[src/rtl/hof_pkg.sv]
package hof_pkg;

    localparam int SAMPLE_BITS = 8;
    localparam int SCALE_BITS  = 8;
    localparam int NSLOT       = 9;
    localparam int SLOT_BITS   = 4;
    localparam int QDEPTH      = 2;
    localparam int PDATA_BITS  = 32;
    localparam int PADDR_BITS  = 3;

    localparam logic [SCALE_BITS-1:0] SCALE_RESET = 8'd72;
    localparam logic                  REG_THRESHOLD_SCALE = 1'b0;

    typedef logic [SAMPLE_BITS-1:0]            sample_t;
    typedef logic [NSLOT-1:0][SAMPLE_BITS-1:0] window_t;

    typedef enum logic [2:0] {
        FILL_MID    = 3'd0,
        FILL_INNER  = 3'd1,
        FILL_MIDDLE = 3'd2,
        FILL_OUTER  = 3'd3,
        FILL_EDGE   = 3'd4,
        STREAM      = 3'd5
    } phase_t;

    typedef struct packed {
        sample_t sample;
        logic    frame_end;
    } item_t;

    typedef struct packed {
        sample_t filtered_sample;
        logic    result_end;
    } result_t;

    typedef struct packed {
        window_t win;
        sample_t center;
        logic    last;
    } snap_t;

    function automatic sample_t min3(sample_t a, sample_t b, sample_t c);
        sample_t m;
        m = (a < b) ? a : b;
        return (m < c) ? m : c;
    endfunction

    function automatic sample_t max3(sample_t a, sample_t b, sample_t c);
        sample_t m;
        m = (a > b) ? a : b;
        return (m > c) ? m : c;
    endfunction

    function automatic sample_t med3(sample_t a, sample_t b, sample_t c);
        return max3((a < b) ? a : b, (a < c) ? a : c, (b < c) ? b : c);
    endfunction

    function automatic sample_t absdiff(sample_t a, sample_t b);
        return (a >= b) ? sample_t'(a - b) : sample_t'(b - a);
    endfunction

endpackage

[src/rtl/hof_front.sv]
module hof_front (
    input  logic            clk,
    input  logic            rst_n,
    input  logic            accept,
    input  hof_pkg::item_t  item,
    output hof_pkg::snap_t  snap
);

    hof_pkg::phase_t                  phase_reg, phase_next;
    logic [hof_pkg::SLOT_BITS-1:0]    slot_pointer_reg, slot_pointer_next;
    hof_pkg::window_t                 window_reg, window_next;
    hof_pkg::sample_t                 held_center_reg, held_center_next;
    logic [hof_pkg::SLOT_BITS-1:0]    sp;
    logic [hof_pkg::SLOT_BITS-1:0]    cidx;
    hof_pkg::sample_t                 center;
    hof_pkg::sample_t                 s;

    always_ff @(posedge clk or negedge rst_n)
    begin
        if (!rst_n)
        begin
            phase_reg        <= hof_pkg::FILL_MID;
            slot_pointer_reg <= '0;
            window_reg       <= '0;
            held_center_reg  <= '0;
        end
        else if (accept)
        begin
            phase_reg        <= phase_next;
            slot_pointer_reg <= slot_pointer_next;
            window_reg       <= window_next;
            held_center_reg  <= held_center_next;
        end
    end

    always_comb
    begin
        s  = item.sample;
        // wrap a stray pointer before use
        sp = (slot_pointer_reg >= hof_pkg::SLOT_BITS'(hof_pkg::NSLOT)) ? '0 : slot_pointer_reg;
        cidx = (sp >= hof_pkg::SLOT_BITS'(hof_pkg::NSLOT - 5))
             ? hof_pkg::SLOT_BITS'(sp - hof_pkg::SLOT_BITS'(hof_pkg::NSLOT - 5))
             : hof_pkg::SLOT_BITS'(sp + hof_pkg::SLOT_BITS'(5));
        window_next       = window_reg;
        center            = held_center_reg;
        slot_pointer_next = sp;
        phase_next        = hof_pkg::STREAM;
        case (phase_reg)
            hof_pkg::FILL_MID:
            begin
                window_next[4] = s;
                phase_next     = hof_pkg::FILL_INNER;
            end
            hof_pkg::FILL_INNER:
            begin
                window_next[3] = s;
                window_next[5] = s;
                phase_next     = hof_pkg::FILL_MIDDLE;
            end
            hof_pkg::FILL_MIDDLE:
            begin
                window_next[2] = s;
                window_next[6] = s;
                phase_next     = hof_pkg::FILL_OUTER;
            end
            hof_pkg::FILL_OUTER:
            begin
                window_next[1] = s;
                window_next[7] = s;
                phase_next     = hof_pkg::FILL_EDGE;
            end
            hof_pkg::FILL_EDGE:
            begin
                window_next[0]    = s;
                window_next[8]    = s;
                center            = window_reg[4];
                slot_pointer_next = '0;
            end
            default:
            begin
                // center slot never equals the written slot
                window_next[sp]   = s;
                center            = window_reg[cidx];
                slot_pointer_next = (sp == hof_pkg::SLOT_BITS'(hof_pkg::NSLOT - 1))
                                  ? '0 : hof_pkg::SLOT_BITS'(sp + 1'b1);
            end
        endcase
        held_center_next = center;
        if (item.frame_end)
        begin
            phase_next        = hof_pkg::FILL_MID;
            slot_pointer_next = '0;
        end
        snap.win    = window_next;
        snap.center = center;
        snap.last   = item.frame_end;
    end

    a_ptr_range: assert property (@(posedge clk) disable iff (!rst_n)
        slot_pointer_reg < hof_pkg::SLOT_BITS'(hof_pkg::NSLOT))
        else $error("slot pointer out of range");

    a_frame_restart: assert property (@(posedge clk) disable iff (!rst_n)
        (accept && item.frame_end) |=>
            (phase_reg == hof_pkg::FILL_MID) && (slot_pointer_reg == '0))
        else $error("frame end did not restart the fill");

endmodule

[src/rtl/hof_queue.sv]
module hof_queue #(
    parameter int WIDTH = 8,
    parameter int DEPTH = 2
) (
    input  logic             clk,
    input  logic             rst_n,
    input  logic             wr_en,
    input  logic [WIDTH-1:0] wr_data,
    output logic             full,
    input  logic             rd_en,
    output logic [WIDTH-1:0] rd_data,
    output logic             valid
);

    localparam int PTR_BITS = (DEPTH > 1) ? $clog2(DEPTH) : 1;
    localparam int CNT_BITS = $clog2(DEPTH + 1);

    logic [WIDTH-1:0]    mem_reg [DEPTH];
    logic [PTR_BITS-1:0] wr_ptr_reg, wr_ptr_next;
    logic [PTR_BITS-1:0] rd_ptr_reg, rd_ptr_next;
    logic [CNT_BITS-1:0] count_reg, count_next;
    logic                do_wr, do_rd;

    assign full    = (count_reg == CNT_BITS'(DEPTH));
    assign valid   = (count_reg != '0);
    assign rd_data = mem_reg[rd_ptr_reg];
    assign do_wr   = wr_en && !full;
    assign do_rd   = rd_en && valid;

    always_comb
    begin
        wr_ptr_next = wr_ptr_reg;
        rd_ptr_next = rd_ptr_reg;
        if (do_wr)
        begin
            wr_ptr_next = (wr_ptr_reg == PTR_BITS'(DEPTH - 1)) ? '0 : PTR_BITS'(wr_ptr_reg + 1'b1);
        end
        if (do_rd)
        begin
            rd_ptr_next = (rd_ptr_reg == PTR_BITS'(DEPTH - 1)) ? '0 : PTR_BITS'(rd_ptr_reg + 1'b1);
        end
        count_next = count_reg;
        if (do_wr && !do_rd)
        begin
            count_next = CNT_BITS'(count_reg + 1'b1);
        end
        else if (do_rd && !do_wr)
        begin
            count_next = CNT_BITS'(count_reg - 1'b1);
        end
    end

    always_ff @(posedge clk or negedge rst_n)
    begin
        if (!rst_n)
        begin
            wr_ptr_reg <= '0;
            rd_ptr_reg <= '0;
            count_reg  <= '0;
        end
        else
        begin
            wr_ptr_reg <= wr_ptr_next;
            rd_ptr_reg <= rd_ptr_next;
            count_reg  <= count_next;
        end
    end

    always_ff @(posedge clk)
    begin
        if (do_wr)
        begin
            mem_reg[wr_ptr_reg] <= wr_data;
        end
    end

    a_count_range: assert property (@(posedge clk) disable iff (!rst_n)
        count_reg <= CNT_BITS'(DEPTH))
        else $error("queue count overflow");

    a_count_up: assert property (@(posedge clk) disable iff (!rst_n)
        (do_wr && !do_rd) |=> (count_reg == CNT_BITS'($past(count_reg) + 1'b1)))
        else $error("queue write lost");

endmodule

[src/rtl/hof_back.sv]
module hof_back #(
    parameter int SCALE_FRAC_BITS = 4
) (
    input  logic                            clk,
    input  logic                            rst_n,
    input  logic                            in_valid,
    input  hof_pkg::snap_t                  in_snap,
    output logic                            in_take,
    input  logic [hof_pkg::SCALE_BITS-1:0]  scale,
    output logic                            out_valid,
    output hof_pkg::result_t                out_result,
    input  logic                            out_take
);

    localparam int SB    = hof_pkg::SAMPLE_BITS;
    localparam int WIDE  = (SCALE_FRAC_BITS > hof_pkg::SCALE_BITS)
                         ? SCALE_FRAC_BITS : hof_pkg::SCALE_BITS;
    localparam int CMP_W = SB + WIDE;
    localparam int NST   = 8;

    typedef logic [2:0][SB-1:0] trio_t;

    logic [NST:1] valid_reg;
    logic [NST:1] ready;

    // stage payloads
    hof_pkg::window_t win1_reg, win2_reg, win3_reg;
    hof_pkg::sample_t c1_reg, c2_reg, c3_reg, c4_reg, c5_reg, c6_reg, c7_reg;
    logic [NST-1:1]   last_reg;
    trio_t            hi1_reg, mid1_reg, lo1_reg;
    trio_t            hi5_reg, mid5_reg, lo5_reg;
    trio_t            agg2_reg, agg6_reg;
    hof_pkg::sample_t m1_3_reg, m1_4_reg, m1_5_reg, m1_6_reg, m1_7_reg;
    hof_pkg::window_t dev4_reg;
    hof_pkg::sample_t dc4_reg, dc5_reg, dc6_reg, dc7_reg;
    hof_pkg::sample_t m2_7_reg;
    hof_pkg::result_t out_reg;

    logic [CMP_W-1:0] lhs, rhs;

    always_comb
    begin
        ready[NST] = !valid_reg[NST] || out_take;
        for (int k = NST - 1; k >= 1; k--)
        begin
            ready[k] = !valid_reg[k] || ready[k+1];
        end
    end

    assign in_take    = in_valid && ready[1];
    assign out_valid  = valid_reg[NST];
    assign out_result = out_reg;

    always_ff @(posedge clk or negedge rst_n)
    begin
        if (!rst_n)
        begin
            valid_reg <= '0;
        end
        else
        begin
            if (ready[1])
            begin
                valid_reg[1] <= in_valid;
            end
            for (int k = 2; k <= NST; k++)
            begin
                if (ready[k])
                begin
                    valid_reg[k] <= valid_reg[k-1];
                end
            end
        end
    end

    assign lhs = CMP_W'(dc7_reg) << SCALE_FRAC_BITS;
    assign rhs = CMP_W'(scale) * CMP_W'(m2_7_reg);

    always_ff @(posedge clk)
    begin
        // sort each row of the window
        if (ready[1])
        begin
            win1_reg    <= in_snap.win;
            c1_reg      <= in_snap.center;
            last_reg[1] <= in_snap.last;
            for (int r = 0; r < 3; r++)
            begin
                hi1_reg[r]  <= hof_pkg::max3(in_snap.win[3*r], in_snap.win[3*r+1],
                                             in_snap.win[3*r+2]);
                mid1_reg[r] <= hof_pkg::med3(in_snap.win[3*r], in_snap.win[3*r+1],
                                             in_snap.win[3*r+2]);
                lo1_reg[r]  <= hof_pkg::min3(in_snap.win[3*r], in_snap.win[3*r+1],
                                             in_snap.win[3*r+2]);
            end
        end
        if (ready[2])
        begin
            win2_reg    <= win1_reg;
            c2_reg      <= c1_reg;
            last_reg[2] <= last_reg[1];
            agg2_reg[0] <= hof_pkg::min3(hi1_reg[0], hi1_reg[1], hi1_reg[2]);
            agg2_reg[1] <= hof_pkg::med3(mid1_reg[0], mid1_reg[1], mid1_reg[2]);
            agg2_reg[2] <= hof_pkg::max3(lo1_reg[0], lo1_reg[1], lo1_reg[2]);
        end
        if (ready[3])
        begin
            win3_reg    <= win2_reg;
            c3_reg      <= c2_reg;
            last_reg[3] <= last_reg[2];
            m1_3_reg    <= hof_pkg::med3(agg2_reg[0], agg2_reg[1], agg2_reg[2]);
        end
        // absolute deviations from the window median
        if (ready[4])
        begin
            for (int i = 0; i < hof_pkg::NSLOT; i++)
            begin
                dev4_reg[i] <= hof_pkg::absdiff(win3_reg[i], m1_3_reg);
            end
            dc4_reg     <= hof_pkg::absdiff(c3_reg, m1_3_reg);
            c4_reg      <= c3_reg;
            m1_4_reg    <= m1_3_reg;
            last_reg[4] <= last_reg[3];
        end
        if (ready[5])
        begin
            for (int r = 0; r < 3; r++)
            begin
                hi5_reg[r]  <= hof_pkg::max3(dev4_reg[3*r], dev4_reg[3*r+1], dev4_reg[3*r+2]);
                mid5_reg[r] <= hof_pkg::med3(dev4_reg[3*r], dev4_reg[3*r+1], dev4_reg[3*r+2]);
                lo5_reg[r]  <= hof_pkg::min3(dev4_reg[3*r], dev4_reg[3*r+1], dev4_reg[3*r+2]);
            end
            dc5_reg     <= dc4_reg;
            c5_reg      <= c4_reg;
            m1_5_reg    <= m1_4_reg;
            last_reg[5] <= last_reg[4];
        end
        if (ready[6])
        begin
            agg6_reg[0] <= hof_pkg::min3(hi5_reg[0], hi5_reg[1], hi5_reg[2]);
            agg6_reg[1] <= hof_pkg::med3(mid5_reg[0], mid5_reg[1], mid5_reg[2]);
            agg6_reg[2] <= hof_pkg::max3(lo5_reg[0], lo5_reg[1], lo5_reg[2]);
            dc6_reg     <= dc5_reg;
            c6_reg      <= c5_reg;
            m1_6_reg    <= m1_5_reg;
            last_reg[6] <= last_reg[5];
        end
        if (ready[7])
        begin
            m2_7_reg    <= hof_pkg::med3(agg6_reg[0], agg6_reg[1], agg6_reg[2]);
            dc7_reg     <= dc6_reg;
            c7_reg      <= c6_reg;
            m1_7_reg    <= m1_6_reg;
            last_reg[7] <= last_reg[6];
        end
        // keep the center unless it lies beyond the scaled spread
        if (ready[8])
        begin
            out_reg.filtered_sample <= (lhs <= rhs) ? c7_reg : m1_7_reg;
            out_reg.result_end      <= last_reg[7];
        end
    end

endmodule

[src/rtl/hampel_outlier_filter_9tap.sv]
// Flow: an accepted request waits in the front queue until the first of the
//   eight back end stages loads it, then moves through them to the result ports.
// Throughput: one request per cycle while the result side keeps popping, set by
//   the fully pipelined median and deviation network; the two-entry queue lets
//   either side stall alone.
// Reset: rst_n clears the window, fill state, held center, queue and pipeline
//   valid bits at once and loads threshold_scale with 72 (4.5 in 4.4 format).
module hampel_outlier_filter_9tap #(
    parameter int SCALE_FRAC_BITS = 4
) (
    input  logic                            clk,
    input  logic                            rst_n,
    // request side
    input  logic                            push,
    output logic                            full,
    input  hof_pkg::item_t                  item,
    // result side
    output logic                            empty,
    input  logic                            pop,
    output hof_pkg::result_t                result,
    // register port
    input  logic                            psel,
    input  logic                            penable,
    input  logic                            pwrite,
    input  logic [hof_pkg::PADDR_BITS-1:0]  paddr,
    input  logic [hof_pkg::PDATA_BITS-1:0]  pwdata,
    output logic [hof_pkg::PDATA_BITS-1:0]  prdata,
    output logic                            pready
);

    logic [hof_pkg::SCALE_BITS-1:0] scale_reg, scale_next;
    logic                           reg_hit;
    logic                           accept;
    hof_pkg::snap_t                 front_snap;
    hof_pkg::snap_t                 q_snap;
    logic                           q_valid;
    logic                           q_take;
    logic                           out_valid;

    // Register decode: the word index sits above the byte offset.
    assign pready  = 1'b1;
    assign reg_hit = (paddr[hof_pkg::PADDR_BITS-1] == hof_pkg::REG_THRESHOLD_SCALE);
    assign prdata  = reg_hit ? hof_pkg::PDATA_BITS'(scale_reg) : '0;

    always_comb
    begin
        scale_next = scale_reg;
        if (psel && penable && pwrite && pready && reg_hit)
        begin
            scale_next = pwdata[hof_pkg::SCALE_BITS-1:0];
        end
    end

    always_ff @(posedge clk or negedge rst_n)
    begin
        if (!rst_n)
        begin
            scale_reg <= hof_pkg::SCALE_RESET;
        end
        else
        begin
            scale_reg <= scale_next;
        end
    end

    // Front end: take a request whenever the queue has room, update the
    // window and pick the center in the same cycle.
    assign accept = push && !full;

    hof_front u_front (
        .clk    (clk),
        .rst_n  (rst_n),
        .accept (accept),
        .item   (item),
        .snap   (front_snap)
    );

    // Decouple the window update from the median pipeline.
    hof_queue #(
        .WIDTH ($bits(hof_pkg::snap_t)),
        .DEPTH (hof_pkg::QDEPTH)
    ) u_queue (
        .clk     (clk),
        .rst_n   (rst_n),
        .wr_en   (accept),
        .wr_data (front_snap),
        .full    (full),
        .rd_en   (q_take),
        .rd_data (q_snap),
        .valid   (q_valid)
    );

    // Back end: two medians, the threshold test and the output register.
    hof_back #(
        .SCALE_FRAC_BITS (SCALE_FRAC_BITS)
    ) u_back (
        .clk        (clk),
        .rst_n      (rst_n),
        .in_valid   (q_valid),
        .in_snap    (q_snap),
        .in_take    (q_take),
        .scale      (scale_reg),
        .out_valid  (out_valid),
        .out_result (result),
        .out_take   (pop)
    );

    assign empty = !out_valid;

endmodule

[config.mk]
export PLATFORM = sky130hd
export DESIGN_NAME = hampel_outlier_filter_9tap
export DESIGN_NICKNAME = d
export VERILOG_FILES = /design/src/rtl/hof_pkg.sv /design/src/rtl/hof_front.sv /design/src/rtl/hof_queue.sv /design/src/rtl/hof_back.sv /design/src/rtl/hampel_outlier_filter_9tap.sv
export SDC_FILE = /design/constraint.sdc
export NUM_CORES = 2
export LEC_CHECK = 0
export BUFFER_PORTS_ARGS = -buffer_cell sky130_fd_sc_hd__buf_4
export CORE_MARGIN = 2
export CORE_UTILIZATION = 28
export DETAILED_ROUTE_END_ITERATION = 6
export HOLD_SLACK_MARGIN = 0.03
export PLACE_DENSITY = 0.54
export SYNTH_ARGS = -nofsm -noshare
export SYNTH_HDL_FRONTEND = slang
export SYNTH_SLANG_ARGS = --single-unit
[constraint.sdc]
create_clock -name clk -period 9.6 [get_ports clk]
set_input_delay 1.92 -clock clk [delete_from_list [all_inputs] [get_ports clk]]
set_output_delay 1.92 -clock clk [all_outputs]
set_load 0.03 [all_outputs]
== Yosys cells after proc, flatten, opt, wreduce, memory -nomap -nowiden ==
Memory sizes are Yosys's and may differ from the RTL's.
Cells that the tools add are included.

* Add/subtract/negate cells: 27
* $mul: 1
* Magnitude comparators: 92
* Eq/ne operators: 6
* Multiplexer cells: 116
* Bitwise operators: 1
* Reduce and logical (&&, ||, !) cells: 37

{| class="wikitable"
|+ Operators by type and width
! kind !! count
|-
| $mux W8 || 90
|-
| $lt A8 B8 Y1 || 40
|-
| $gt A8 B8 Y1 || 36
|-
| $pmux W8 S2 || 10
|-
| $sub A8 B8 Y8 || 20
|-
| $ge A8 B8 Y1 || 10
|-
| $bwmux W72 || 1
|-
| $bmux W8 S4 || 1
|-
| $demux W8 S4 || 1
|-
| $reduce_or A4 Y1 || 5
|-
| $le A12 B16 Y1 || 1
|-
| $mul A8 B8 Y16 || 1
|-
| $mux W4 || 4
|-
| $pmux W3 S4 || 1
|-
| $logic_not A1 Y1 || 11
|-
| $logic_and A1 B1 Y1 || 10
|-
| $lt A4 B5 Y1 const B || 2
|-
| $logic_or A1 B1 Y1 || 8
|-
| $pmux W4 S2 || 1
|-
| $eq A3 B2 Y1 const B || 2
|-
| $add A4 B1 Y4 const B || 1
|-
| $add A4 B3 Y4 const B || 1
|-
| $eq A4 B4 Y1 const B || 1
|-
| $ge A4 B1 Y1 const B || 1
|-
| 15 further kinds || 21
|}

* Flip-flop bits (word level): 739
* Bits in writable memories: 162
* Bits of input ports: 51
* Output and inout port bits: 44
* Word-level logic and storage cells: 391
* Memories: 1

{| class="wikitable"
|+ Memories
! name !! depth !! bits a word !! rd ports !! clocked after memory_dff !! write ports !! line !! text
|-
| u_queue.mem_reg || 2 || 81 || 1 || 0 || 1 || hof_queue.sv:18 || <nowiki>logic [WIDTH-1:0] mem_reg [DEPTH];</nowiki>
|}

== Logic depth before layout (Yosys ltp) ==
* Word-level depth: 14
* Depth in mapped cells: 31
* Mapped depth without buffers: 29

== By module ==
Synthesis repeated with hierarchy kept, for this count alone.

* Cells, all modules: 4,946
* Area, all modules: 59,256.8 sq um

{| class="wikitable"
|+ Modules (own cells, without submodules)
! module !! times used !! cells each !! area an instance (sq um) !! seq. area each (sq um)
|-
| hof_back || 1 || 4,099 || 46,555.9 || 19,178.4
|-
| hof_queue || 1 || 271 || 6,444.9 || 4,964.8
|-
| hof_front || 1 || 522 || 5,664.2 || 2,177.1
|-
| hampel_outlier_filter_9tap || 1 || 54 || 591.8 || 202.7
|}

== Least setup slack after synthesis ==
Ideal clock, no wire load.

* Path kind: input-to-reg
* Start point: input pop
* End point: register u_queue.count_reg[1]
* Setup time: 0.125 ns
* Data arrival time: 10.324 ns
* Required time: 9.475 ns
* Setup slack: -0.849 ns
* Stages: 11
* Path buffers: 0
* Cells stage by stage: nor2_1 > and2_1 > and3_1 > nand3_1 > inv_1 > nand3_1 > o21ai_0 > ha_1 > xor2_1 > nor2_1 > xor2_1

* Longest elaborated chain between the ends: 13
* Elaborated cells between the ends (all ways): 15
* Classes of those cells: mux: 1; reduce/logical: 14

{| class="wikitable"
|+ Ends and longest elaborated chain
! what !! line !! text
|-
| start: declaration || hampel_outlier_filter_9tap.sv:19 || <nowiki>input logic pop,</nowiki>
|-
| $logic_or A1 B1 Y1 (*) || hof_back.sv:43 || <nowiki>ready[NST] = !valid_reg[NST] || out_take;</nowiki>
|-
| $logic_or A1 B1 Y1 (*) (5 in series) || hof_back.sv:46 || <nowiki>ready[k] = !valid_reg[k] || ready[k+1];</nowiki>
|-
| net u_back.ready (one bit) || hof_back.sv:24 || <nowiki>logic [NST:1] ready;</nowiki>
|-
| $logic_or A1 B1 Y1 (*) (2 in series) || hof_back.sv:46 ||
|-
| $logic_and A1 B1 Y1 (*) || hof_back.sv:50 || <nowiki>assign in_take = in_valid && ready[1];</nowiki>
|-
| $logic_and A1 B1 Y1 (*) || hof_queue.sv:28 || <nowiki>assign do_rd = rd_en && valid;</nowiki>
|-
| $logic_not A1 Y1 || hof_queue.sv:43 || <nowiki>if (do_wr && !do_rd)</nowiki>
|-
| $logic_and A1 B1 Y1 || hof_queue.sv:43 ||
|-
| $mux W2 / $reduce_bool A2 Y1 (equally long branches) || -- ||
|-
| end signal: assignment || hof_queue.sv:65 || <nowiki>count_reg <= count_next;</nowiki>
|-
| end: declaration || hof_queue.sv:21 || <nowiki>logic [CNT_BITS-1:0] count_reg, count_next;</nowiki>
|}

The timed path passes the listed nets; every way through them passes the cells marked *.
A chain may end at the register's enable or synchronous reset.

==> key figures <==
Synthesis
  • Post-Synthesis Cell Area: 58600 sq um
  • Count leader, synth: edfxtp_1
  • Post-synth top area share: 40.7%
  • Synth Area in Compound Gates: 9.75%
  • Post-synth EDFFs: 794
  • Ys async rst share: 11.9%
  • Post-Synth XOR/XNOR Area: 0.987%
  • Synth Instances: 5058
  • Synth Area in Simple Gates: 8.57%
  • Yosys reg bits: 901
  • Avg Synthesized Cell Area: 11.6 sq um
  • Sequential-to-total area share from yosys stat: 45.3%
  • Most frequently used flop master after synthesis: edfxtp_1
  • Synth Area in Adders: 17.4%
  • Synth top cells by count: edfxtp_1 (794), ha_1 (726), inv_1 (526)
  • Main combinational cell family by area after synthesis: adder cells
  • Largest cells by area after synthesis: edfxtp_1 (41%), ha_1 (16%), mux2i_1 (6.9%), mux2_2 (6.7%), dfrtp_1 (4.5%)
  • Synth unique cells: 82
  • Warnings, synthesis: 0
  • Post-synthesis mux area share: 13.6%
  • Largest area contributor in the netlist: edfxtp_1

Finish
  • # diodes: 0
  • Nets: 5983
  • Number of fill cells: 20691
  • Number of flip-flops in the largest register: 162
  • Layout cells sized above 1: 12.7%
  • Area of the multi-input gates: 29700 sq um
  • Area growth, synth to finish: 12.4%
  • Area occupied by registers: 26500 sq um

Global routing
  • Initial antenna violation count: 5
  • Global-route wire length before repair: 218000 microns
  • Largest net degree at the start of global routing: 84
  • Grt total ovfl: 0
  • GRT Util Overall: 13.0%
  • Vias in the first global route: 37882

Clocking
  • Clk pin slew, worst setup/hold paths: 0.06 ns
  • CTS tree: built
  • Longest Clk Path Bufs: 3
  • CTS Buf Count: 100
  • CTS hold repair buffers: 0
  • CTS sink cnt: 901
  • Post-CTS setup buffers: 0
  • PostCTS Resize Cnt: 0
  • Number of H-tree levels: 3
  • Latest clock arrival within the worst-skew pair: 0.75 ns
  • Root buffer cell: clkbuf_16

Timing
  • Setup TNS: 0 ns
  • RSZ-0062 raised after global routing: no
  • Layout Skew: 0.0714 ns
  • Setup-failing EPs final: 0
  • Final min period: 7.69 ns
  • Max Slew Vio Count: 0
  • Slew @ Worst Pin: 1.14 ns
  • Fin. Hold Viols: 0
  • Peak Freq: 130 MHz
  • Slew margin rel.: 24.3%
  • Fin crit share: 80.1%

Placement
  • Routability Congestion: 0.857
  • Post-DP HPWL: 106000 microns
  • Port Buffers: 43

Setup path
  • Crit. End Element: flop
  • Startpoint Class: flop
  • CP top delay family: compound AO/OA/AOI/OAI gates
  • CP max stage delay: 0.92 ns
  • Worst EP arrival: 8.12 ns
  • Crit path buffers/inverters: 2
  • CP Max Fanout: 43
  • Slowest CP cell: a2111oi_4
  • Worst Path Required: 10.03 ns
  • Critical path class: flop to flop

Flow run
  • Max Cap Viol: 0

Floorplanning
  • Num rows: 167
  • Die Ht: 461 microns
  • Starting Density: 28.2%
  • Die area: 213000 sq um
  • Ports: 95
  • Die Wd: 461 microns
  • CORE AREA: 207000 sq um

Route
  • # DRC: 0
  • Post-route ant nets: 0
  • Via/cell ratio: 4.71
  • Wirelength per Cell: 17.3 microns
  • DR pass1 iterations: 5
  • Drt total wl: 139000 microns
  • DR iter-0 viols: 1875
  • Routed via count: 37763

Run status
  • Status: completed

Hold path
  • HP Class: flop to flop
[stage by stage]
stage / utilization (%) / worst slack, ns / hold slack [ns] / instance area (sq um) / cells
5_1_grt: 31.7 / 1.41 / 0.399 / 65800 / 8021
4_1_cts: 31.7 / 1.90 / 0.386 / 65800 / 8021
3_5_place_dp: 30.0 / 1.91 / 0.405 / 62300 / 7836
6_report: 31.7 / 1.91 / 0.387 / 65800 / 8021
3_3_place_gp: 30.0 / 2.02 / 0.402 / 62300 / 7836
2_1_floorplan: - / 0.946 / 0.400 / 58700 / 5081
[layout make-up]
| class | count | area share, % |
|---|---|---|
| Tap cell | 2788 | 5.30 |
| Inverter | 526 | 3.00 |
| Sequential cell | 901 | 40.3 |
| Timing Repair Buffer | 85 | 0.970 |
| Clock buffer | 118 | 4.05 |
| Clock inverter | 67 | 1.27 |
| Multi-Input combinational cell | 3536 | 45.1 |
[per-layer routing]
| layer | up-vias | GRT usage (%) | wire (microns) | share of wire, % |
|---|---|---|---|---|
| met3 | 190 | 1.74 | 4700 | 3.4 |
| met5 | - | 0 | 27 | 0.019 |
| li1 | 18670 | - | - | - |
| met1 | 18334 | 17.6 | 66100 | 48 |
| met2 | 565 | 21.4 | 64700 | 46 |
| met4 | 4 | 3.70 | 3570 | 2.6 |
[final timing paths]
path                                         start                      to  slack, ns  cells past startpoint
worst min register to register  u_back.m1_4_reg[7]      u_back.m1_5_reg[7]       0.39                      0
min in group asynchronous                    rst_n  u_front.window_reg[61]       1.20                      1
worst max-delay path            u_queue.rd_ptr_reg      u_back.mid1_reg[5]       1.91                     26
worst min-delay path            u_back.m1_4_reg[7]      u_back.m1_5_reg[7]       0.39                      0
worst max register to register  u_queue.rd_ptr_reg      u_back.mid1_reg[5]       1.91                     26
max in group asynchronous                    rst_n  u_front.window_reg[15]       6.90                      2
[cell families (layout without fill, tap and decap cells)]
group           count (synthesis)  in the layout
compound gates                879            879
xor+xnor                       66             66
fa+ha+maj                     782            782
buf+inv                       644            796
flops                         901            901
mux                           754            754
other cells                     2             25
simple gates                 1030           1030
[cell usage in the layout, fill, tap and decap left out, drive strengths merged, types with 17 or more instances in the layout]
cell type / count
o31ai: 17
xor2: 30
nor3: 31
a21boi: 18
and2: 80
dfrtp: 105
fa: 56
edfxtp: 794
clkbuf: 118
nor2: 129
a31oi: 36
o21ai: 226
nand2: 424
nand2b: 85
inv: 534
nor2b: 69
mux2i: 407
mux2: 347
and3: 36
clkinv: 38
nand4: 38
conb: 25
a211oi: 35
a21oi: 214
nand3: 84
o21a: 85
buf: 85
xnor2: 36
o211ai: 38
a21o: 71
o22a: 32
ha: 726
Power is not shown: default switching activity piles up to over one toggle a cycle in this logic, so the estimate is an artifact.
